### config.mk
export PLATFORM = sky130hd
export DESIGN_NAME = sorted_array_table_unit_flat
export DESIGN_NICKNAME = d
export VERILOG_FILES = /design/src/hw/rtl/sat_pkg.sv /design/src/hw/rtl/sat_if.sv /design/src/hw/rtl/sorted_array_table_unit.sv /design/src/hw/rtl/sat_ram.sv /design/src/hw/rtl/sat_cmp.sv /design/src/flat_wrapper.sv
export VERILOG_INCLUDE_DIRS = /design/src /design/src/hw/rtl
export SDC_FILE = /design/constraint.sdc
export NUM_CORES = 1
export LEC_CHECK = 0
export BUFFER_PORTS_ARGS = -buffer_cell sky130_fd_sc_hd__buf_4
export CAP_MARGIN = 20
export CELL_PAD_IN_SITES_DETAIL_PLACEMENT = 1
export CELL_PAD_IN_SITES_GLOBAL_PLACEMENT = 1
export CORE_ASPECT_RATIO = 0.5
export CORE_UTILIZATION = 57
export DETAILED_ROUTE_END_ITERATION = 8
export GPL_TIMING_DRIVEN = 1
export HOLD_SLACK_MARGIN = 0.02
export PLACE_DENSITY = 0.85
export SYNTH_ARGS = -nofsm -noshare
export SYNTH_HDL_FRONTEND = slang
export SYNTH_SLANG_ARGS = --single-unit
### constraint.sdc
create_clock -name clk -period 22.4 [get_ports clk]
set_input_delay 3.36 -clock clk [delete_from_list [all_inputs] [get_ports clk]]
set_output_delay 3.36 -clock clk [all_outputs]
set_load 0.01 [all_outputs]
### src/hw/rtl/sorted_array_table_unit_defines.svh
// Assertion macros for the sorted array table.
`ifndef SORTED_ARRAY_TABLE_UNIT_DEFINES_SVH
`define SORTED_ARRAY_TABLE_UNIT_DEFINES_SVH

// Same-cycle implication, sampled on clk, off while rst_n is low.
`define SAT_IMPLIES(lbl, ante, cons) \
  lbl: assert property (@(posedge clk) disable iff (!rst_n) (ante) |-> (cons)) \
    else $error("sorted array table check failed");

// Next-cycle implication.
`define SAT_NEXT(lbl, ante, cons) \
  lbl: assert property (@(posedge clk) disable iff (!rst_n) (ante) |=> (cons)) \
    else $error("sorted array table check failed");

`endif

### src/hw/rtl/sat_pkg.sv
package sat_pkg;

  localparam int SIZE = 16;
  localparam int AW = (SIZE > 1) ? $clog2(SIZE) : 1;
  localparam int CW = $clog2(SIZE + 1);

  localparam int DATA_W   = 32;
  localparam int FUNC_W   = 2;
  localparam int INDEX_W  = 4;
  localparam int STATUS_W = 3;
  localparam int COUNT_W  = 5;

  typedef logic signed [DATA_W-1:0] word_t;
  typedef logic [AW-1:0]            addr_t;
  typedef logic [CW-1:0]            cnt_t;
  typedef logic [FUNC_W-1:0]        func_t;
  typedef logic [INDEX_W-1:0]       index_t;
  typedef logic [STATUS_W-1:0]      status_t;
  typedef logic [COUNT_W-1:0]       count_t;

  localparam func_t FN_INSERT = 2'd0;
  localparam func_t FN_DELETE = 2'd1;
  localparam func_t FN_READ   = 2'd2;

  localparam status_t ST_OK       = 3'd0;
  localparam status_t ST_FULL     = 3'd1;
  localparam status_t ST_EMPTY    = 3'd2;
  localparam status_t ST_NOTFOUND = 3'd3;
  localparam status_t ST_INDEX    = 3'd4;

  typedef struct packed {
    logic eq;
    logic gt;
  } cmp_t;

endpackage

### src/hw/rtl/sat_if.sv
interface sat_in_if;
  logic             valid;
  logic             ready;
  sat_pkg::func_t   func;
  sat_pkg::word_t   value;
  sat_pkg::index_t  index;

  modport source (output valid, output func, output value, output index, input ready);
  modport sink   (input valid, input func, input value, input index, output ready);
endinterface

interface sat_out_if;
  logic              valid;
  logic              ready;
  sat_pkg::status_t  status;
  sat_pkg::word_t    data;
  sat_pkg::count_t   count;
  sat_pkg::word_t    smallest;
  sat_pkg::word_t    second_smallest;
  logic              second_small_valid;
  sat_pkg::word_t    largest;
  sat_pkg::word_t    second_largest;
  logic              second_large_valid;

  modport source (output valid, output status, output data, output count,
                  output smallest, output second_smallest, output second_small_valid,
                  output largest, output second_largest, output second_large_valid,
                  input ready);
  modport sink   (input valid, input status, input data, input count,
                  input smallest, input second_smallest, input second_small_valid,
                  input largest, input second_largest, input second_large_valid,
                  output ready);
endinterface

### src/hw/rtl/sorted_array_table_unit.sv
// Table of up to SIZE signed 32-bit words kept in ascending order in a
// one-read, one-write RAM. Insert, delete by value and read by index each
// return one result word with status, data, count, smallest/largest and the
// distinct second smallest/largest. The block takes one operation at a time:
// in ready is high only while idle. An insert walks down from the top entry,
// shifting each larger word up one slot; a delete walks up from entry 0,
// shifting words after the match down; a read fetches the indexed entry;
// a refused or unused operation goes straight to the scan.
// Every operation then rescans all stored entries through the same RAM read
// port and a single shared comparator to refresh the summary, then loads
// the output register and returns to idle to take the next word. The
// load waits while the previous result is still held. A finished result sits
// in the output register until taken, and the next operation can be accepted
// meanwhile.
`include "sorted_array_table_unit_defines.svh"

module sorted_array_table_unit (
  input  logic       clk,
  input  logic       rst_n,
  sat_in_if.sink     in_ch,
  sat_out_if.source  out_ch
);

  typedef enum logic [2:0] {
    S_IDLE, S_INS, S_INS_LAST, S_DEL, S_RD, S_RDW, S_SCAN, S_FIN
  } state_t;

  state_t state_r, state_nxt;

  sat_pkg::word_t   val_r, val_nxt;
  sat_pkg::index_t  idx_r, idx_nxt;
  sat_pkg::cnt_t    cnt_r, cnt_nxt;
  sat_pkg::cnt_t    ptr_r, ptr_nxt;
  logic             dv_r, dv_nxt;
  sat_pkg::addr_t   daddr_r, daddr_nxt;
  logic             found_r, found_nxt;
  sat_pkg::status_t status_r, status_nxt;
  sat_pkg::word_t   data_r, data_nxt;
  sat_pkg::word_t   lo_r, lo_nxt;
  sat_pkg::word_t   lo2_r, lo2_nxt;
  logic             lo2v_r, lo2v_nxt;
  sat_pkg::word_t   hi2_r, hi2_nxt;
  logic             hi2v_r, hi2v_nxt;
  sat_pkg::word_t   prev_r, prev_nxt;

  logic             out_valid_r, out_valid_nxt;
  sat_pkg::status_t out_status_r, out_status_nxt;
  sat_pkg::word_t   out_data_r, out_data_nxt;
  sat_pkg::count_t  out_count_r, out_count_nxt;
  sat_pkg::word_t   out_lo_r, out_lo_nxt;
  sat_pkg::word_t   out_lo2_r, out_lo2_nxt;
  logic             out_lo2v_r, out_lo2v_nxt;
  sat_pkg::word_t   out_hi_r, out_hi_nxt;
  sat_pkg::word_t   out_hi2_r, out_hi2_nxt;
  logic             out_hi2v_r, out_hi2v_nxt;

  logic             ram_we;
  sat_pkg::addr_t   ram_waddr;
  sat_pkg::word_t   ram_wdata;
  sat_pkg::addr_t   ram_raddr;
  sat_pkg::word_t   ram_rdata;

  sat_pkg::word_t   cmp_b;
  sat_pkg::cmp_t    cmp;
  logic             last_entry;
  logic             in_acc;

  sat_ram #(
    .WIDTH (sat_pkg::DATA_W),
    .DEPTH (sat_pkg::SIZE)
  ) u_ram (
    .clk   (clk),
    .we    (ram_we),
    .waddr (ram_waddr),
    .wdata (ram_wdata),
    .raddr (ram_raddr),
    .rdata (ram_rdata)
  );

  assign cmp_b = (state_r == S_SCAN) ? prev_r : val_r;

  sat_cmp u_cmp (
    .a   (ram_rdata),
    .b   (cmp_b),
    .res (cmp)
  );

  assign in_ch.ready = (state_r == S_IDLE);
  assign in_acc      = in_ch.valid && in_ch.ready;
  assign last_entry  = (sat_pkg::CW'(daddr_r) == cnt_r - sat_pkg::CW'(1));

  always_comb begin
    state_nxt      = state_r;
    val_nxt        = val_r;
    idx_nxt        = idx_r;
    cnt_nxt        = cnt_r;
    ptr_nxt        = ptr_r;
    dv_nxt         = 1'b0;
    daddr_nxt      = ptr_r[sat_pkg::AW-1:0];
    found_nxt      = found_r;
    status_nxt     = status_r;
    data_nxt       = data_r;
    lo_nxt         = lo_r;
    lo2_nxt        = lo2_r;
    lo2v_nxt       = lo2v_r;
    hi2_nxt        = hi2_r;
    hi2v_nxt       = hi2v_r;
    prev_nxt       = prev_r;
    out_valid_nxt  = out_valid_r && !out_ch.ready;
    out_status_nxt = out_status_r;
    out_data_nxt   = out_data_r;
    out_count_nxt  = out_count_r;
    out_lo_nxt     = out_lo_r;
    out_lo2_nxt    = out_lo2_r;
    out_lo2v_nxt   = out_lo2v_r;
    out_hi_nxt     = out_hi_r;
    out_hi2_nxt    = out_hi2_r;
    out_hi2v_nxt   = out_hi2v_r;
    ram_we         = 1'b0;
    ram_waddr      = '0;
    ram_wdata      = val_r;
    ram_raddr      = ptr_r[sat_pkg::AW-1:0];

    case (state_r)
      S_IDLE: begin
        if (in_acc) begin
          val_nxt    = in_ch.value;
          idx_nxt    = in_ch.index;
          status_nxt = sat_pkg::ST_OK;
          data_nxt   = '0;
          found_nxt  = 1'b0;
          ptr_nxt    = '0;
          state_nxt  = S_SCAN;
          case (in_ch.func)
            sat_pkg::FN_INSERT: begin
              if (cnt_r >= sat_pkg::CW'(sat_pkg::SIZE)) begin
                status_nxt = sat_pkg::ST_FULL;
              end else if (cnt_r == '0) begin
                ram_we    = 1'b1;
                ram_wdata = in_ch.value;
                cnt_nxt   = cnt_r + sat_pkg::CW'(1);
              end else begin
                ptr_nxt   = cnt_r - sat_pkg::CW'(1);
                state_nxt = S_INS;
              end
            end
            sat_pkg::FN_DELETE: begin
              if (cnt_r == '0) begin
                status_nxt = sat_pkg::ST_EMPTY;
              end else begin
                state_nxt = S_DEL;
              end
            end
            sat_pkg::FN_READ: begin
              if ({{sat_pkg::CW{1'b0}}, in_ch.index} >=
                  {{sat_pkg::INDEX_W{1'b0}}, cnt_r}) begin
                status_nxt = sat_pkg::ST_INDEX;
              end else begin
                state_nxt = S_RD;
              end
            end
            default: begin
            end
          endcase
        end
      end

      S_INS: begin
        ptr_nxt = ptr_r - sat_pkg::CW'(1);
        dv_nxt  = 1'b1;
        if (dv_r) begin
          ram_we    = 1'b1;
          ram_waddr = daddr_r + sat_pkg::AW'(1);
          if (cmp.gt) begin
            ram_wdata = ram_rdata;
            if (daddr_r == '0) begin
              dv_nxt    = 1'b0;
              state_nxt = S_INS_LAST;
            end
          end else begin
            cnt_nxt   = cnt_r + sat_pkg::CW'(1);
            ptr_nxt   = '0;
            dv_nxt    = 1'b0;
            state_nxt = S_SCAN;
          end
        end
      end

      S_INS_LAST: begin
        ram_we    = 1'b1;
        cnt_nxt   = cnt_r + sat_pkg::CW'(1);
        ptr_nxt   = '0;
        state_nxt = S_SCAN;
      end

      S_DEL: begin
        if (ptr_r < cnt_r) begin
          ptr_nxt = ptr_r + sat_pkg::CW'(1);
          dv_nxt  = 1'b1;
        end
        if (dv_r) begin
          if (!found_r && cmp.eq) begin
            found_nxt = 1'b1;
            data_nxt  = ram_rdata;
          end else if (found_r) begin
            ram_we    = 1'b1;
            ram_waddr = daddr_r - sat_pkg::AW'(1);
            ram_wdata = ram_rdata;
          end
          if (last_entry) begin
            if (found_nxt) begin
              cnt_nxt = cnt_r - sat_pkg::CW'(1);
            end else begin
              status_nxt = sat_pkg::ST_NOTFOUND;
            end
            ptr_nxt   = '0;
            dv_nxt    = 1'b0;
            state_nxt = S_SCAN;
          end
        end
      end

      S_RD: begin
        ram_raddr = sat_pkg::AW'(idx_r);
        state_nxt = S_RDW;
      end

      S_RDW: begin
        data_nxt  = ram_rdata;
        ptr_nxt   = '0;
        state_nxt = S_SCAN;
      end

      S_SCAN: begin
        if (cnt_r == '0) begin
          lo_nxt    = '0;
          lo2_nxt   = '0;
          lo2v_nxt  = 1'b0;
          hi2_nxt   = '0;
          hi2v_nxt  = 1'b0;
          prev_nxt  = '0;
          state_nxt = S_FIN;
        end else begin
          if (ptr_r < cnt_r) begin
            ptr_nxt = ptr_r + sat_pkg::CW'(1);
            dv_nxt  = 1'b1;
          end
          if (dv_r) begin
            if (daddr_r == '0) begin
              lo_nxt   = ram_rdata;
              lo2_nxt  = '0;
              lo2v_nxt = 1'b0;
              hi2_nxt  = '0;
              hi2v_nxt = 1'b0;
            end else if (!cmp.eq) begin
              // sorted: each change of value moves the second-largest up
              hi2_nxt  = prev_r;
              hi2v_nxt = 1'b1;
              if (!lo2v_r) begin
                lo2_nxt  = ram_rdata;
                lo2v_nxt = 1'b1;
              end
            end
            prev_nxt = ram_rdata;
            if (last_entry) begin
              dv_nxt    = 1'b0;
              state_nxt = S_FIN;
            end
          end
        end
      end

      S_FIN: begin
        if (!out_valid_r || out_ch.ready) begin
          out_valid_nxt  = 1'b1;
          out_status_nxt = status_r;
          out_data_nxt   = data_r;
          out_count_nxt  = sat_pkg::COUNT_W'(cnt_r);
          out_lo_nxt     = lo_r;
          out_lo2_nxt    = lo2_r;
          out_lo2v_nxt   = lo2v_r;
          out_hi_nxt     = prev_r;
          out_hi2_nxt    = hi2_r;
          out_hi2v_nxt   = hi2v_r;
          state_nxt      = S_IDLE;
        end
      end

      default: begin
        state_nxt = S_IDLE;
      end
    endcase
  end

  always_ff @(posedge clk) begin
    if (!rst_n) begin
      state_r     <= S_IDLE;
      cnt_r       <= '0;
      dv_r        <= 1'b0;
      found_r     <= 1'b0;
      out_valid_r <= 1'b0;
    end else begin
      state_r     <= state_nxt;
      cnt_r       <= cnt_nxt;
      dv_r        <= dv_nxt;
      found_r     <= found_nxt;
      out_valid_r <= out_valid_nxt;
    end
    val_r        <= val_nxt;
    idx_r        <= idx_nxt;
    ptr_r        <= ptr_nxt;
    daddr_r      <= daddr_nxt;
    status_r     <= status_nxt;
    data_r       <= data_nxt;
    lo_r         <= lo_nxt;
    lo2_r        <= lo2_nxt;
    lo2v_r       <= lo2v_nxt;
    hi2_r        <= hi2_nxt;
    hi2v_r       <= hi2v_nxt;
    prev_r       <= prev_nxt;
    out_status_r <= out_status_nxt;
    out_data_r   <= out_data_nxt;
    out_count_r  <= out_count_nxt;
    out_lo_r     <= out_lo_nxt;
    out_lo2_r    <= out_lo2_nxt;
    out_lo2v_r   <= out_lo2v_nxt;
    out_hi_r     <= out_hi_nxt;
    out_hi2_r    <= out_hi2_nxt;
    out_hi2v_r   <= out_hi2v_nxt;
  end

  assign out_ch.valid              = out_valid_r;
  assign out_ch.status             = out_status_r;
  assign out_ch.data               = out_data_r;
  assign out_ch.count              = out_count_r;
  assign out_ch.smallest           = out_lo_r;
  assign out_ch.second_smallest    = out_lo2_r;
  assign out_ch.second_small_valid = out_lo2v_r;
  assign out_ch.largest            = out_hi_r;
  assign out_ch.second_largest     = out_hi2_r;
  assign out_ch.second_large_valid = out_hi2v_r;

  // count only moves while an operation is in flight
  `SAT_NEXT(a_cnt_hold, state_r == S_IDLE && !in_acc, $stable(cnt_r))
  // the summary scan and result load never touch the table
  `SAT_IMPLIES(a_no_wr_scan, state_r == S_SCAN || state_r == S_FIN, !ram_we)
  // a new result word only comes from the load state
  `SAT_IMPLIES(a_out_from_fin, $rose(out_valid_r), $past(state_r) == S_FIN)
  // in a sorted table a distinct second smallest exists iff a second largest does
  `SAT_IMPLIES(a_sec_pair, out_valid_r, out_lo2v_r == out_hi2v_r)

endmodule

### src/hw/rtl/sat_ram.sv
module sat_ram #(
  parameter int WIDTH = 32,
  parameter int DEPTH = 16
) (
  input  logic                                    clk,
  input  logic                                    we,
  input  logic [((DEPTH > 1) ? $clog2(DEPTH) : 1)-1:0] waddr,
  input  logic [WIDTH-1:0]                        wdata,
  input  logic [((DEPTH > 1) ? $clog2(DEPTH) : 1)-1:0] raddr,
  output logic [WIDTH-1:0]                        rdata
);

  logic [WIDTH-1:0] mem [DEPTH];

  always_ff @(posedge clk) begin
    if (we) begin
      mem[waddr] <= wdata;
    end
    rdata <= mem[raddr];
  end

endmodule

### src/hw/rtl/sat_cmp.sv
module sat_cmp (
  input  sat_pkg::word_t a,
  input  sat_pkg::word_t b,
  output sat_pkg::cmp_t  res
);

  always_comb begin
    res.eq = (a == b);
    res.gt = (a > b);
  end

endmodule

### src/flat_wrapper.sv
// flat-port wrapper written by rule: the top's interface ports become plain ports
module sorted_array_table_unit_flat 
  (clk, rst_n, in_ch_valid, in_ch_func, in_ch_value, in_ch_index, in_ch_ready, out_ch_valid, out_ch_status, out_ch_data, out_ch_count, out_ch_smallest, out_ch_second_smallest, out_ch_second_small_valid, out_ch_largest, out_ch_second_largest, out_ch_second_large_valid, out_ch_ready);
  sat_in_if in_ch_i ();
  sat_out_if out_ch_i ();
  input  logic clk;
  input  logic rst_n;
  input wire logic [$bits(in_ch_i.valid)-1:0] in_ch_valid;
  input wire logic [$bits(in_ch_i.func)-1:0] in_ch_func;
  input wire logic [$bits(in_ch_i.value)-1:0] in_ch_value;
  input wire logic [$bits(in_ch_i.index)-1:0] in_ch_index;
  output wire logic [$bits(in_ch_i.ready)-1:0] in_ch_ready;
  output wire logic [$bits(out_ch_i.valid)-1:0] out_ch_valid;
  output wire logic [$bits(out_ch_i.status)-1:0] out_ch_status;
  output wire logic [$bits(out_ch_i.data)-1:0] out_ch_data;
  output wire logic [$bits(out_ch_i.count)-1:0] out_ch_count;
  output wire logic [$bits(out_ch_i.smallest)-1:0] out_ch_smallest;
  output wire logic [$bits(out_ch_i.second_smallest)-1:0] out_ch_second_smallest;
  output wire logic [$bits(out_ch_i.second_small_valid)-1:0] out_ch_second_small_valid;
  output wire logic [$bits(out_ch_i.largest)-1:0] out_ch_largest;
  output wire logic [$bits(out_ch_i.second_largest)-1:0] out_ch_second_largest;
  output wire logic [$bits(out_ch_i.second_large_valid)-1:0] out_ch_second_large_valid;
  input wire logic [$bits(out_ch_i.ready)-1:0] out_ch_ready;
  assign in_ch_i.valid = in_ch_valid;
  assign in_ch_i.func = in_ch_func;
  assign in_ch_i.value = in_ch_value;
  assign in_ch_i.index = in_ch_index;
  assign in_ch_ready = in_ch_i.ready;
  assign out_ch_valid = out_ch_i.valid;
  assign out_ch_status = out_ch_i.status;
  assign out_ch_data = out_ch_i.data;
  assign out_ch_count = out_ch_i.count;
  assign out_ch_smallest = out_ch_i.smallest;
  assign out_ch_second_smallest = out_ch_i.second_smallest;
  assign out_ch_second_small_valid = out_ch_i.second_small_valid;
  assign out_ch_largest = out_ch_i.largest;
  assign out_ch_second_largest = out_ch_i.second_largest;
  assign out_ch_second_large_valid = out_ch_i.second_large_valid;
  assign out_ch_i.ready = out_ch_ready;
  sorted_array_table_unit u_core (.clk(clk), .rst_n(rst_n), .in_ch(in_ch_i), .out_ch(out_ch_i));
endmodule
**Yosys cells after proc, flatten, opt, wreduce, memory -nomap -nowiden**

Memory sizes are Yosys's and may differ from the RTL's. A register that Yosys moved wholly into a read port is not among the register bits.
Index checks and enable logic that the tools add are counted.

- Register bits after elaboration: 389
- Latch bits: 0
- Memory bits (writable): 512
- Bits in read-only memories: 0
- Input bits: 42
- Output and inout bits: 172
- Word-level logic and storage cells: 201
- Memories kept: 1

Memories:

| name | depth | bits a word | read ports | clocked after memory_dff | wr ports | line | RTL |
|---|---|---|---|---|---|---|---|
| u_core.u_ram.mem | 16 | 32 | 1 | 1 | 1 | sat_ram.sv:13 | `logic [WIDTH-1:0] mem [DEPTH];` |

- $add $sub $neg: 6
- Multiply operators: 0
- Div/mod/pow operators: 0
- $lt $le $gt $ge: 4
- Eq/ne operators: 29
- Shift operators: 0
- Mux-type cells: 107
- Bitwise logic cells: 0
- Reduce and logical (&&, ||, !) cells: 30

Operator list:

| kind | count |
|---|---|
| 32-bit two-way mux | 23 |
| 32-bit one-hot mux with 3 select lines | 2 |
| 5-bit two-way mux | 19 |
| 3-bit two-way mux | 18 |
| 32-bit == test | 1 |
| 32-bit greater-than comparator | 1 |
| 1-bit two-way mux | 28 |
| 5-bit one-hot mux with 5 select lines | 1 |
| 3-bit one-hot mux with 7 select lines | 1 |
| 4-bit two-way mux | 5 |
| 5-bit one-hot mux with 4 select lines | 1 |
| 3-bit one-hot mux with 3 select lines | 2 |
| 2-bit != test (second input constant) | 7 |
| 3-bit == test (second input constant) | 4 |
| 2-bit by 1-bit != test with 1-bit output (second input constant) | 6 |
| 3-bit AND reduction | 4 |
| 5-bit by 1-bit adder with 5-bit output (second input constant) | 2 |
| 10-bit AND reduction | 1 |
| 5-bit by 1-bit subtractor with 5-bit output (second input constant) | 2 |
| 3-bit != test (second input constant) | 3 |
| 4-bit one-hot mux with 2 select lines | 1 |
| 4-bit AND reduction | 2 |
| 8-bit AND reduction | 1 |
| 3-bit by 2-bit == test with 1-bit output (second input constant) | 2 |
| 29 further kinds | 39 |

**Logic depth before layout (Yosys ltp)**

- Word-level depth: 11
- Gate-level depth with buffers: 15
- Mapped depth without buffers: 12

**Cells and area by module**

From an unflattened synthesis, not the netlist that was laid out.

- Cell total of the unflattened synthesis: 1,911
- Area total of the unflattened synthesis: 35,582.9 µm²

By module, submodules not included:

| module | instances | cells an instance | area each (µm²) |
|---|---|---|---|
| sat_ram | 1 | 838 | 19,835.3 |
| sorted_array_table_unit | 1 | 959 | 14,903.0 |
| sat_cmp | 1 | 114 | 844.6 |

**Worst setup path after synthesis**

Ideal clock, no wire load.

- Kind: input port to flip-flop
- Start point: input out_ch_ready
- End point: register u_core.state_r[1]
- Library setup time: 0.118 ns
- Arrival time: 11.593 ns
- Data required time: 22.282 ns
- Setup slack: 10.690 ns
- Stages: 3
- Path buffers: 0
- Cells stage by stage: nand2b_1 nor2b_1 and3b_1

- Cells in the longest elaborated chain, start to end: 3

Ends and longest elaborated chain:

| element | line | RTL |
|---|---|---|
| start, declared | flat_wrapper.sv:23 | `input wire logic [$bits(out_ch_i.ready)-1:0] out_ch_ready;` |
| 1-bit logical OR | sorted_array_table_unit.sv:274 | `if (!out_valid_r \|\| out_ch.ready) begin` |
| 2-bit by 1-bit != test with 1-bit output (no source line) | n/a |  |
| 8-bit AND reduction (no source line) | n/a |  |
| end signal, assigned | sorted_array_table_unit.sv:303 | `state_r <= state_nxt;` |
| end, declared | sorted_array_table_unit.sv:28 | `state_t state_r, state_nxt;` |

No other way between the ends.
A chain may end at the register's enable or synchronous reset.

**Worst setup path after layout**

- Start point: input in_ch_valid
- End point: memory u_core.u_ram.mem[6][0] (enable)

- Cells in the longest elaborated chain, start to end: 5

Ends and longest elaborated chain:

| element | line | RTL |
|---|---|---|
| start, declared | flat_wrapper.sv:8 | `input wire logic [$bits(in_ch_i.valid)-1:0] in_ch_valid;` |
| 1-bit logical AND | sorted_array_table_unit.sv:89 | `assign in_acc = in_ch.valid && in_ch.ready;` |
| 1-bit two-way mux | sorted_array_table_unit.sv:126 | `if (in_acc) begin` |
| 1-bit one-hot mux with 4 select lines | sorted_array_table_unit.sv:124 | `case (state_r)` |
| 1-bit two-way mux | sat_ram.sv:16 | `if (we) begin` |
| 1-bit two-way mux (not written as such) | sat_ram.sv:17 | `mem[waddr] <= wdata;` |
| end, declared | sat_ram.sv:13 |  |

No other way between the ends.

==> insert_results.sql <==
INSERT INTO impl_metrics (metric_group, metric, value, unit) VALUES
('timing', 'finalSetupTns', '0', 'ns'),
('timing', 'worst-slew-pin-transition', '1.11', 'ns'),
('drt', 'avgRoutedWirePerCell', '35.2', 'um'),
('setup_path', 'cp-startpoint', 'in_ch_valid', ''),
('drt', 'wirelength', '111000', 'um'),
('timing', 'max_slew_margin', '0.257', ''),
('place', 'io_buffers', '213', ''),
('grt', 'gr-max-usage-layer', 'met2', ''),
('clock_tree', 'post_cts_resized', '0', ''),
('grt', 'met3_usage', '0.112', ''),
('drt', 'drt_pass1_iterations', '9', ''),
('drt', 'first_iter_violations', '3422', ''),
('grt', 'grtUsageTotal', '0.341', ''),
('run_status', 'failed_checks', 'design-rule violations', ''),
('logic_synthesis', 'yosys.cell_types.count', '66', ''),
('logic_synthesis', 'synth_enable_flop_cells', '886', ''),
('hold_path', 'hp-class', 'reg -> reg', ''),
('drt', 'detail-route-antenna-nets', '0', ''),
('place', 'gp_routability_congestion', '0.888', ''),
('logic_synthesis', 'synth.top_cell.area_share', '0.729', ''),
('logic_synthesis', 'netlist_area', '36500', 'um2'),
('floorplanning', 'coreArea', '63200', 'um2'),
('final_layout', 'multi_input_gate_area_in_the_final_layout', '8570', 'um2'),
('floorplanning', 'die-area', '65100', 'um2'),
('clock_tree', 'tritoncts', 'yes', ''),
('final_layout', 'design.final.nets', '2344', ''),
('final_layout', 'areaGrowthSynthToFinish', '15.1', '%'),
('logic_synthesis', 'yosys-mux-area-fraction', '0.0900', ''),
('logic_synthesis', 'avgSynthCellArea', '18.3', 'um2'),
('floorplanning', 'die-height', '181', 'um'),
('setup_path', 'worst-path-max-fanout', '37', ''),
('setup_path', 'critical_path_required', '22.68', 'ns'),
('logic_synthesis', 'adder_and_majority_gate_portion_of_the_synthesized_area', '0.0158', ''),
('timing', 'finalWorstPathRequiredPeriod', '7.59', 'ns'),
('setup_path', 'timing.critical_path.from_type', 'primary input', ''),
('logic_synthesis', 'synth.net_count', '2084', ''),
('power_and_ir_drop', 'ir_worst_vdd', '0.120', 'mV'),
('setup_path', 'cp_data_arrival_time', '7.87', 'ns'),
('final_layout', 'final_util', '0.665', ''),
('setup_path', 'regToRegStartpoint', 'u_core.state_r[1]', ''),
('run_status', 'run_status', 'finished, violations left', ''),
('grt', 'groute.layer.met2.usage', '0.536', ''),
('clock_tree', 'clkTransAtPathRegs', '0.07', 'ns'),
('logic_synthesis', 'netlist_instances', '1996', ''),
('place', 'placedCellCount', '2983', ''),
('logic_synthesis', 'synth_area_in_simple_gates', '0.0559', ''),
('grt', 'grt_overflow_total', '0', ''),
('clock_tree', 'clock_latency', '0.65', 'ns'),
('timing', 'clock-skew-final', '0.0385', 'ns'),
('setup_path', 'worst-r2r-cell-count', '11', ''),
('final_layout', 'layout.cells.non_filler', '3163', ''),
('drt', 'drcViolationCount', '5', ''),
('drt', 'vias_per_cell', '6.86', ''),
('clock_tree', 'post_cts_hold_buffer_count', '0', ''),
('drt', 'vias', '21701', ''),
('timing', 'rsz0062_at_grt', 'no', ''),
('logic_synthesis', 'postSynth.topFlopCell', 'edfxtp_1', ''),
('logic_synthesis', 'share_of_the_synthesized_area_in_compound_gates_ao_oa_aoi_oai', '0.0629', ''),
('grt', 'grt_first_pass_wirelength', '158000', 'um'),
('setup_path', 'critPathCaptureType', 'flop', ''),
('logic_synthesis', 'synth.ff_latch_count', '933', ''),
('timing', 'slew_viol_final', '0', ''),
('grt', 'gr-usage-met1', '0.451', ''),
('place', 'place_area', '39200', 'um2'),
('timing', 'finalSetupViolCount', '0', ''),
('logic_synthesis', 'post_synth_xor_area_fraction', '0.00302', ''),
('setup_path', 'timing.setup.critical_path_class', 'in -> reg', ''),
('final_layout', 'layout.cell_area.non_filler', '42000', 'um2'),
('place', 'post-dp-hpwl', '62500', 'um'),
('grt', 'first_global_vias', '22078', ''),
('floorplanning', 'top_level_ports', '214', '');
## cell usage after synthesis, drive strengths merged, types with 2 or more instances
cell type	instances
a211o	2
nand2	115
o21bai	2
nor2b	34
o21ai	60
mux4	128
nor3	9
o22ai	4
a211oi	33
mux2i	38
and2	133
nand3	13
a21oi	97
nand2b	8
nand4	5
or3	5
buf	53
clkbuf	54
o221ai	3
a221o	35
xnor2	7
ha	46
inv	21
mux2	2
a21boi	6
a21o	4
nor2	43
nor4	2
and3	6
nor3b	2
a22oi	2
a2bb2oi	32
o21a	2
a221oi	2
a31oi	35
dfxtp	47
and4	6
edfxtp	886
xor2	3
o31a	2
## kinds of logic after synthesis
kind of cell | after synthesis
compound gates | 326
flops | 933
mux | 168
xor+xnor | 11
buf+inv | 128
simple gates | 384
fa+ha+maj | 46
## stage by stage
| stage | power [uW] | hold WS (ns) | worst slack (ns) |
|---|---|---|---|
| final | 6240 | 0.416 | 14.81 |
| after global routing | 6410 | 0.425 | 14.82 |
| after floorplan | 3960 | 0.375 | 10.69 |
| after global placement | 4480 | 0.401 | 14.88 |
| after detailed placement | 4660 | 0.406 | 14.64 |
| after CTS | 6110 | 0.416 | 15.01 |
## per-layer routing
layer,share of wire,wire length [um]
met5,0.00056,62
met4,0.034,3830
met3,0.13,14900
met2,0.47,52600
met1,0.36,40100
## placed cells by master (no fill, tap or decap), drive strengths merged, types with 7 or more instances in the layout
cell and instances:
nor2b 34, nand3 13, ha 46, o21ai 60, inv 22, a31oi 35, clkinv 20, a221o 35
nand2b 8, a21oi 97, xnor2 7, edfxtp 886, a2bb2oi 32, mux4 128, clkbuf 114, and2 133
buf 286, dfxtp 47, mux2i 38, nand2 115, nor3 9, nor2 43, diode 8, a211oi 33
## state kept, by name (all words and copies together) (netlist names), 4 cells and up
name                           count
u_core.cnt_r                       5
u_core.daddr_r                     4
u_core.data_r                     32
u_core.hi2_r                      32
u_core.idx_r                       4
u_core.lo2_r                      32
u_core.lo_r                       32
u_core.out_ch.count                5
u_core.out_ch.data                32
u_core.out_ch.largest             32
u_core.out_ch.second_largest      32
u_core.out_ch.second_smallest     32
u_core.out_ch.smallest            32
u_core.prev_r                     32
u_core.ptr_r                       5
u_core.u_ram.mem                 512
u_core.u_ram.rdata                32
u_core.val_r                      32
## path summary, 6_finish.rpt
check	end	slack, ns
min reg2reg	u_core.out_ch.smallest[30]	0.42
max reg2reg	u_core.u_ram.mem[10][28]	15.86
max	u_core.u_ram.mem[6][0]	14.81
min	u_core.out_ch.smallest[30]	0.42
## worst max-delay path: stages
cell and delay, ns:
buf_4 0.10, nand2_1 0.15, inv_1 0.12, buf_4 0.58, and3_2 1.05, o21bai_1 0.25
a21boi_0 0.42, o221ai_1 0.57, nor2_4 0.70, buf_4 0.52
## area by class of cell
class	count	share of cell area
diodes	8	0.000477
clock buffers	114	0.0549
clock inverters	29	0.00551
inverters	21	0.00188
multi-input cells	935	0.204
flip-flops and latches	933	0.656
well taps	837	0.0249
repair buffers	286	0.0525
## report_power, final
group / internal (uW) / leakage (uW) / switching [uW]
clock: 753 / 0.00122 / 642
combinational: 786 / 0.00462 / 1370
sequential: 2460 / 0.00849 / 231
No activity file was read; power rests on OpenSTA's default activity.
